`src/design/ecvm_pkg.sv`:
```
package ecvm_pkg;

  localparam int ANGLE_BITS_DEF = 16;
  localparam int FRAC_BITS_DEF  = 16;
  localparam int CORDIC_STEPS   = 30;
  localparam int WORDS          = 52;
  localparam int IDX_W          = 6;
  localparam int ZW             = 34;
  localparam int XW             = 34;
  localparam logic [IDX_W-1:0] LAST_IDX = IDX_W'(WORDS - 1);

  // arctangent of 2^-i in 2^32-per-turn units
  function automatic logic [31:0] atan_turn(input logic [4:0] i);
    logic [31:0] r;
    begin
      case (i)
        5'd0: r = 32'h20000000;  5'd1: r = 32'h12E4051E;  5'd2: r = 32'h09FB385B;
        5'd3: r = 32'h051111D4;  5'd4: r = 32'h028B0D43;  5'd5: r = 32'h0145D7E1;
        5'd6: r = 32'h00A2F61E;  5'd7: r = 32'h00517C55;  5'd8: r = 32'h0028BE53;
        5'd9: r = 32'h00145F2F;  5'd10: r = 32'h000A2F98; 5'd11: r = 32'h000517CC;
        5'd12: r = 32'h00028BE6; 5'd13: r = 32'h000145F3; 5'd14: r = 32'h0000A2F9;
        5'd15: r = 32'h0000517C; 5'd16: r = 32'h000028BE; 5'd17: r = 32'h0000145F;
        5'd18: r = 32'h00000A2F; 5'd19: r = 32'h00000517; 5'd20: r = 32'h0000028B;
        5'd21: r = 32'h00000145; 5'd22: r = 32'h000000A2; 5'd23: r = 32'h00000051;
        5'd24: r = 32'h00000028; 5'd25: r = 32'h00000014; 5'd26: r = 32'h0000000A;
        5'd27: r = 32'h00000005; 5'd28: r = 32'h00000002; 5'd29: r = 32'h00000001;
        default: r = 32'h0;
      endcase
      return r;
    end
  endfunction

  typedef struct packed {
    logic signed [XW-1:0] x;
    logic signed [XW-1:0] y;
    logic signed [ZW-1:0] z;
  } cvec_t;

endpackage

```
`src/design/ecvm_cordic_cell.sv`:
```
module ecvm_cordic_cell
  import ecvm_pkg::*;
#(
  parameter int STEP = 0
) (
  input  logic  clk,
  input  logic  en,
  input  cvec_t [2:0] din,
  output cvec_t [2:0] dout
);

  cvec_t [2:0] nxt;
  logic signed [ZW-1:0] at;

  // one micro-rotation for each of the three angles
  always_comb begin
    at = ZW'(atan_turn(5'(STEP)));
    for (int k = 0; k < 3; k++) begin
      if (!din[k].z[ZW-1]) begin
        nxt[k].x = din[k].x - (din[k].y >>> STEP);
        nxt[k].y = din[k].y + (din[k].x >>> STEP);
        nxt[k].z = din[k].z - at;
      end else begin
        nxt[k].x = din[k].x + (din[k].y >>> STEP);
        nxt[k].y = din[k].y - (din[k].x >>> STEP);
        nxt[k].z = din[k].z + at;
      end
    end
  end

  always_ff @(posedge clk) begin
    if (en) dout <= nxt;
  end

endmodule

```
`config.mk`:
```
export PLATFORM = sky130hd
export DESIGN_NAME = ecvm_cordic_cell
export DESIGN_NICKNAME = d
export VERILOG_FILES = /design/src/design/ecvm_pkg.sv /design/src/design/ecvm_cordic_cell.sv
export SDC_FILE = /design/constraint.sdc
export NUM_CORES = 1
export LEC_CHECK = 0
export BUFFER_PORTS_ARGS = -buffer_cell sky130_fd_sc_hd__clkbuf_2
export CORE_AREA = 2 2 235 237
export CTS_BUF_LIST = sky130_fd_sc_hd__clkbuf_4 sky130_fd_sc_hd__clkbuf_8 sky130_fd_sc_hd__clkbuf_16
export DETAILED_ROUTE_END_ITERATION = 10
export DIE_AREA = 0 0 237 239
export PLACE_DENSITY = 0.74
export REMOVE_ABC_BUFFERS = 1
export SLEW_MARGIN = 20
export SYNTH_ARGS = -nofsm -noshare
export SYNTH_HDL_FRONTEND = slang
export SYNTH_SLANG_ARGS = --single-unit
```
`constraint.sdc`:
```
create_clock -name clk -period 3.6 [get_ports clk]
set_clock_uncertainty 0.1 [all_clocks]
set_input_delay 0.54 -clock clk [delete_from_list [all_inputs] [get_ports clk]]
set_output_delay 0.54 -clock clk [all_outputs]
set_load 0.01 [all_outputs]
```
==> run_results.csv, run 1 <==
group,metric,value,unit
floorplan,die_h,239,um
critical_path,worstSetupPathType,"in -> reg",
critical_path,crit_fanout,4,
final_layout,area_delta_synth_final,28.1,%
logic_synthesis,ys.flop_type,"edfxtp_1",
logic_synthesis,yosys_warnings,0,
global_routing,overflow,0,
critical_path,crit_arrival,3570,ps
logic_synthesis,synth_top_area_share,34.0,%
floorplan,die_area,56600,um2
hold_path,hp-class,"in -> reg",
cts,clk_path_buf_depth,3,
cts,cts_tree,"done",
final_layout,largest_reg_flops,303,
timing,setup_viol,0,
global_routing,grt_pass1_wl,150000,um
timing,min_period,3370,ps
logic_synthesis,syn_area_per_cell,8.94,um2
floorplan,dieWidth,237,um
drt,num_vias,26800,
drt,drtIter0Drc,2582,
power,p_per_area,402,nW/um2
final_layout,final_cell_mix,"clkbuf_2 (610), a21oi_1 (371), buf_4 (360)",
logic_synthesis,synth_edf_count,303,
logic_synthesis,ys_seq_elements,303,
floorplan,core,54300,um2
final_layout,final_net_count,4504,
placement,hpwl,82200,um
timing,slew_headroom,33.0,%
power,fin_total_pwr,13800,uW
timing,timing.hold.ws,50.3,ps
timing,fmax,297,MHz
cts,numClockSinks,303,
floorplan,num_rows,86,
final_layout,final_cells,4618,
drt,antenna_left,0,
critical_path,cp_cell_sequence,"clkbuf_2 > buf_4 > ha_1 > fa_1 > nand2b_1 > a221oi_1 > buf_4 > o31ai_1 > and2_1 > o31ai_2 > a211o_1 > o211ai_1 > buf_4 > o311ai_1 > xnor2_1",
critical_path,slowest_delay,430,ps
timing,finalHoldViolCount,0,
critical_path,crit_top_cell,"buf_4",
placement,placed_cells,4544,
drt,vias_per_cell,5.81,
timing,min_period_over_period,93.7,%
cts,cts-hold-fix-buffers,0,
logic_synthesis,synth_area,26800,um2
timing,worst_pin_slew,1010,ps
final_layout,design_area,34300,um2
logic_synthesis,yosysSeqAreaShare,34.0,%
critical_path,critical_path_buf_inv_count,4,
logic_synthesis,synthCells,2995,
final_layout,largest_register,"dout",
drt,drc,0,
global_routing,grt_max_degree,95,
drt,drt_first_pass_iters,6,
final_layout,final_common_cell,"clkbuf_2",
critical_path,startpoint,"din[170]",
global_routing,antenna_found_initial,11,
logic_synthesis,synthArstFlopShare,0,%
global_routing,grt_pass1_vias,25800,
final_layout,top_regs,"dout (303)",
critical_path,worstSetupEndpointType,"flop",
run_status,status,"completed",
timing,drv_slew,0,
power,p_leak,0.0161,uW
drt,drt_wl_total,101000,um
logic_synthesis,synth_top_cell_by_area,"edfxtp_1",
cts,clk_pin_slew,60,ps
critical_path,crit_required,3790,ps
timing,rsz0062_at_grt,"false",
power,ir_drop,367,uV
drt,wl_per_cell,21.8,um
critical_path,slowest_stage,"o31ai_2",
logic_synthesis,synth_area_leaders,"edfxtp_1 (34%), ha_1 (14%), a21oi_1 (6.9%)",
critical_path,cp-start-kind,"primary input",
cts,htree_levels,2,
final_layout,drive_gt1_share,27.8,%
global_routing,grt_usage,34.2,%
floorplan,initial_core_util,49.3,%
placement,routabilityCongestion,1.01,
final_layout,fillers,4700,
placement,io_buffers,613,
final_layout,utilization,63.1,%
floorplan,ios,614,
flow_run,maxCapViolCount,0,
hold_path,min_from,"din[217]",
critical_path,crit_family,"compound AO/OA/AOI/OAI gates",
cts,numCtsBuffers,36,
placement,place_area,33000,um2
logic_synthesis,ys_types,90,
cts,clock-root-buffer,"clkbuf_16",
==> cell type report <==
cell class                 instances  area, um2  share of cell area, %
timing repair buffer             981       5940                   17.3
multi-input combinational       2234      15900                   46.4
clock inverter                    24        298                  0.869
antenna                           10       25.0                 0.0730
inverter                         322       1210                   3.53
tap                              704        881                   2.57
clock buffer                      40        931                   2.72
sequential                       303       9100                   26.5
==> per-layer routing <==
| metal | track usage (%) | routed length (um) | up-vias |
|---|---|---|---|
| li1 | - | - | 12600 |
| met1 | 43.9 | 40500 | 12700 |
| met2 | 57.2 | 47400 | 1350 |
| met3 | 6.47 | 8890 | 198 |
| met4 | 13.2 | 3780 | 2 |
| met5 | 0 | 13 | - |
==> report_power, final <==
group          switching [uW]  internal [uW]
registers                 174           4560
clock network            1610           2260
logic                    3080           2080
total                    4870           8900
==> path summary, 6_finish.rpt <==
path,endpoint,slack (ps),cells past startpoint
hold / removal,dout[217],50,1
setup / recovery,dout[202],230,15
==> cell usage after synthesis (8+ instances only) <==
master	instances
a21oi_1	371
ha_1	306
inv_1	304
edfxtp_1	303
nor2_1	202
o21ai_0	176
xnor2_1	170
nand2_1	153
clkbuf_1	92
a21o_1	74
o21bai_1	58
nor3_1	57
nand3_1	46
a211oi_1	44
mux2i_1	42
nand2b_1	33
o31ai_1	33
xor2_1	30
nor2b_1	28
a31oi_1	26
nand4_1	25
o211ai_1	25
o21a_1	23
o21ai_1	23
buf_2	22
nor4_1	18
and2_1	17
buf_1	17
and3_1	16
or3_1	14
a2111oi_0	13
a221oi_1	13
o221ai_1	13
a211o_1	12
fa_1	12
inv_2	11
nand3b_1	10
or2_2	10
o2111ai_1	8
o211a_1	8
o22ai_1	8
o31a_1	8
o41ai_1	8
==> metrics by stage <==
step | TNS (ps) | setup WS (ps)
finish | 0 | 227
global route | 0 | 95.0
CTS | 0 | 218
detailed placement | -4520 | -380
global placement | -3160 | -194
floorplan | 0 | 242
==> repair_timing <==
| action | CTS | global route |
|---|---|---|
| endpoints found under the setup margin | 0 | 1 |
| buffers inserted | 0 | 0 |
| resized for setup | 0 | 1 |
| hold endpoints to repair | 0 | 0 |
==> logic make-up after synthesis <==
family	synth area share (%)
AND/OR/NAND/NOR	11.5
buffers and inverters	6.62
XOR/XNOR	6.55
adder cells (fa/ha/maj)	15.2
flip-flops	34.0
AO/OA/AOI/OAI	24.6
multiplexers	1.57
Power figures use the tool's default switching activity.
==> run 2: changes to the inputs <==
--- a/config.mk
+++ b/config.mk
@@ -6,11 +6,11 @@
 export NUM_CORES = 1
 export LEC_CHECK = 0
 export BUFFER_PORTS_ARGS = -buffer_cell sky130_fd_sc_hd__clkbuf_2
-export CORE_AREA = 2 2 235 237
+export CORE_AREA = 2 2 239 241
 export CTS_BUF_LIST = sky130_fd_sc_hd__clkbuf_4 sky130_fd_sc_hd__clkbuf_8 sky130_fd_sc_hd__clkbuf_16
 export DETAILED_ROUTE_END_ITERATION = 10
-export DIE_AREA = 0 0 237 239
-export PLACE_DENSITY = 0.74
+export DIE_AREA = 0 0 241 243
+export PLACE_DENSITY = 0.75
 export REMOVE_ABC_BUFFERS = 1
 export SLEW_MARGIN = 20
 export SYNTH_ARGS = -nofsm -noshare
==> constraint.sdc (replaced) <==
create_clock -name clk -period 2.9 [get_ports clk]
set_clock_uncertainty 0.1 [all_clocks]
set_input_delay 0.435 -clock clk [delete_from_list [all_inputs] [get_ports clk]]
set_output_delay 0.435 -clock clk [all_outputs]
set_load 0.01 [all_outputs]
==> run 2 against run 1 <==
  * The run now ends with setup timing left
  * Sequential power is 25% higher
  * Sequential share of layout area shrank 3.6 points
  * Non-clock buffer count rose by 567
  * Final area grew 16%
  * Clock-buffer cell count unchanged
  * Power increased by 34%
  * Core utilization is 7.8 points higher
  * First-iteration DRC count grew 22%
  * Die area is 3.4% higher
  * Worst hold slack improved by 19 ps
  * Sequential cell count unchanged
  * Clock power rose by 29%
  * Largest power group unchanged
==> run_results.csv, run 2 (synthesis results as in run 1) <==
group,metric,value,unit
timing,drv_slew,0,
timing,setup_tns,-192,ps
hold_path,min_to,"dout[224]",
drt,wl_per_cell,21.6,um
critical_path,cp_cell_sequence,"clkbuf_2 > inv_1 > ha_1 > inv_1 > buf_4 > nor4_4 > a21oi_4 > o31a_1 > o31a_1 > o31a_1 > a31oi_1 > xnor2_1",
power,pwr-share-clk,27.0,%
global_routing,grt_pass1_wl,167000,um
floorplan,core,56000,um2
timing,slew_headroom,55.1,%
power,sequentialPowerShare,32.1,%
cts,clk_pin_slew,60,ps
run_status,status,"finished, violations left",
final_layout,top_regs,"dout (303)",
critical_path,cp-start-kind,"primary input",
power,ir_drop,503,uV
critical_path,crit_arrival,3160,ps
cts,clock-root-buffer,"clkbuf_16",
floorplan,ios,614,
power,p_leak,0.0189,uW
timing,min_period,2970,ps
drt,drt_wl_total,114000,um
floorplan,initial_core_util,47.8,%
critical_path,slowest_stage,"ha_1",
power,p_per_area,465,nW/um2
critical_path,crit_required,3090,ps
timing,fmax,336,MHz
placement,io_buffers,613,
final_layout,final_cell_mix,"buf_4 (841), clkbuf_2 (607), a21oi_1 (357)",
timing,min_period_over_period,102,%
critical_path,crit_fanout,4,
power,comb_power_share,40.9,%
drt,antenna_left,0,
timing,worst_pin_slew,674,ps
timing,setup_viol,5,
timing,finalHoldViolCount,0,
drt,num_vias,30000,
hold_path,whs_path_depth,1,
global_routing,antenna_found_initial,27,
timing,setup_slack,-72.5,ps
floorplan,die_area,58600,um2
final_layout,largest_register,"dout",
critical_path,slowest_delay,430,ps
final_layout,fillers,4229,
final_layout,final_net_count,5071,
cts,htree_levels,2,
run_status,violations,"setup timing",
power,p_sw,6490,uW
final_layout,final_common_cell,"buf_4",
drt,vias_per_cell,5.71,
critical_path,worstSetupEndpointType,"flop",
power,switching_share,35.2,%
drt,drt_first_pass_iters,6,
global_routing,overflow,0,
floorplan,num_rows,87,
floorplan,die_h,243,um
global_routing,grt_max_degree,89,
floorplan,dieWidth,241,um
final_layout,utilization,70.9,%
timing,rsz0062_at_grt,"true",
drt,drc,0,
placement,hpwl,84900,um
critical_path,crit_top_cell,"o31a_1",
global_routing,grt_usage,36.9,%
drt,drtIter0Drc,3154,
global_routing,grt_pass1_vias,29200,
cts,clk_path_buf_depth,3,
flow_run,maxCapViolCount,0,
cts,numClockSinks,303,
final_layout,area_delta_synth_final,48.2,%
final_layout,largest_reg_flops,303,
hold_path,hp-class,"in -> reg",
critical_path,worstSetupPathType,"in -> reg",
hold_path,min_from,"din[224]",
placement,routabilityCongestion,1.01,
critical_path,crit_family,"compound AO/OA/AOI/OAI gates",
critical_path,critical_path_buf_inv_count,4,
power,intPower,12000,uW
cts,numCtsBuffers,36,
final_layout,drive_gt1_share,37.3,%
cts,cts_tree,"done",
[run 2: cell type report]
class                   instances  area (um2)  share of cell area [%]
diodes                         23        57.6                   0.145
clock buffers                  40         966                    2.44
clock inverters                25         302                   0.760
inverters                     322        1210                    3.06
multi-input cells            2234       16700                    42.0
flip-flops and latches        303        9100                    22.9
well taps                     756         946                    2.39
repair buffers               1548       10400                    26.3
[run 2: what timing repair did]
| action | in CTS | in global routing |
|---|---|---|
| hold endpoints to repair | 84 | 0 |
| pin swaps | 4 | 45 |
| gates resized for setup | 23 | 130 |
| hold buffers | 84 | 0 |
| buffers inserted | 2 | 12 |
| endpoints found under the setup margin | 28 | 74 |
[run 2: power by group through the flow]
stage               combinational, uW  clock (uW)  sequential [uW]
finish                           7550        4980             5910
global route                     8010        5170             5960
CTS                              7060        4970             5880
detailed placement               6870           0             5960
global placement                 6810           0             5950
floorplan                        2930           0             6260
[run 2: metrics by stage]
| stage | hold WS (ps) | power (uW) | cell area [um2] | cells | worst slack (ps) |
|---|---|---|---|---|---|
| 2_1_floorplan | 434 | 9180 | 26200 | 2859 | -353 |
| 3_3_place_gp | 511 | 12800 | 36600 | 5065 | -815 |
| 3_5_place_dp | 514 | 12800 | 36600 | 5065 | -879 |
| 4_1_cts | 18.3 | 17900 | 38800 | 5216 | 0.538 |
| 5_1_grt | 38.6 | 19100 | 39600 | 5246 | -204 |
| 6_report | 69.5 | 18400 | 39700 | 5251 | -72.5 |
[run 2: how the worst max path moves through the flow]
stage | startpoint | endpoint | cells after the start
final | din[141] | dout[169] | 12
after global routing | din[139] | dout[201] | 14
after CTS | din[36] | dout[100] | 13
after detailed placement | din[246] | dout[268] | 11
after global placement | din[246] | dout[268] | 11
after floorplan | din[247] | dout[304] | 11
[run 2: layer usage]
| layer | vias to the layer above | wire (um) | GRT usage [%] |
|---|---|---|---|
| met2 | 1766 | 52100 | 59.5 |
| met4 | 10 | 6520 | 19.4 |
| met1 | 14000 | 42800 | 45.0 |
| li1 | 13800 | - | - |
| met5 | - | 72 | 0 |
| met3 | 407 | 12200 | 10.0 |
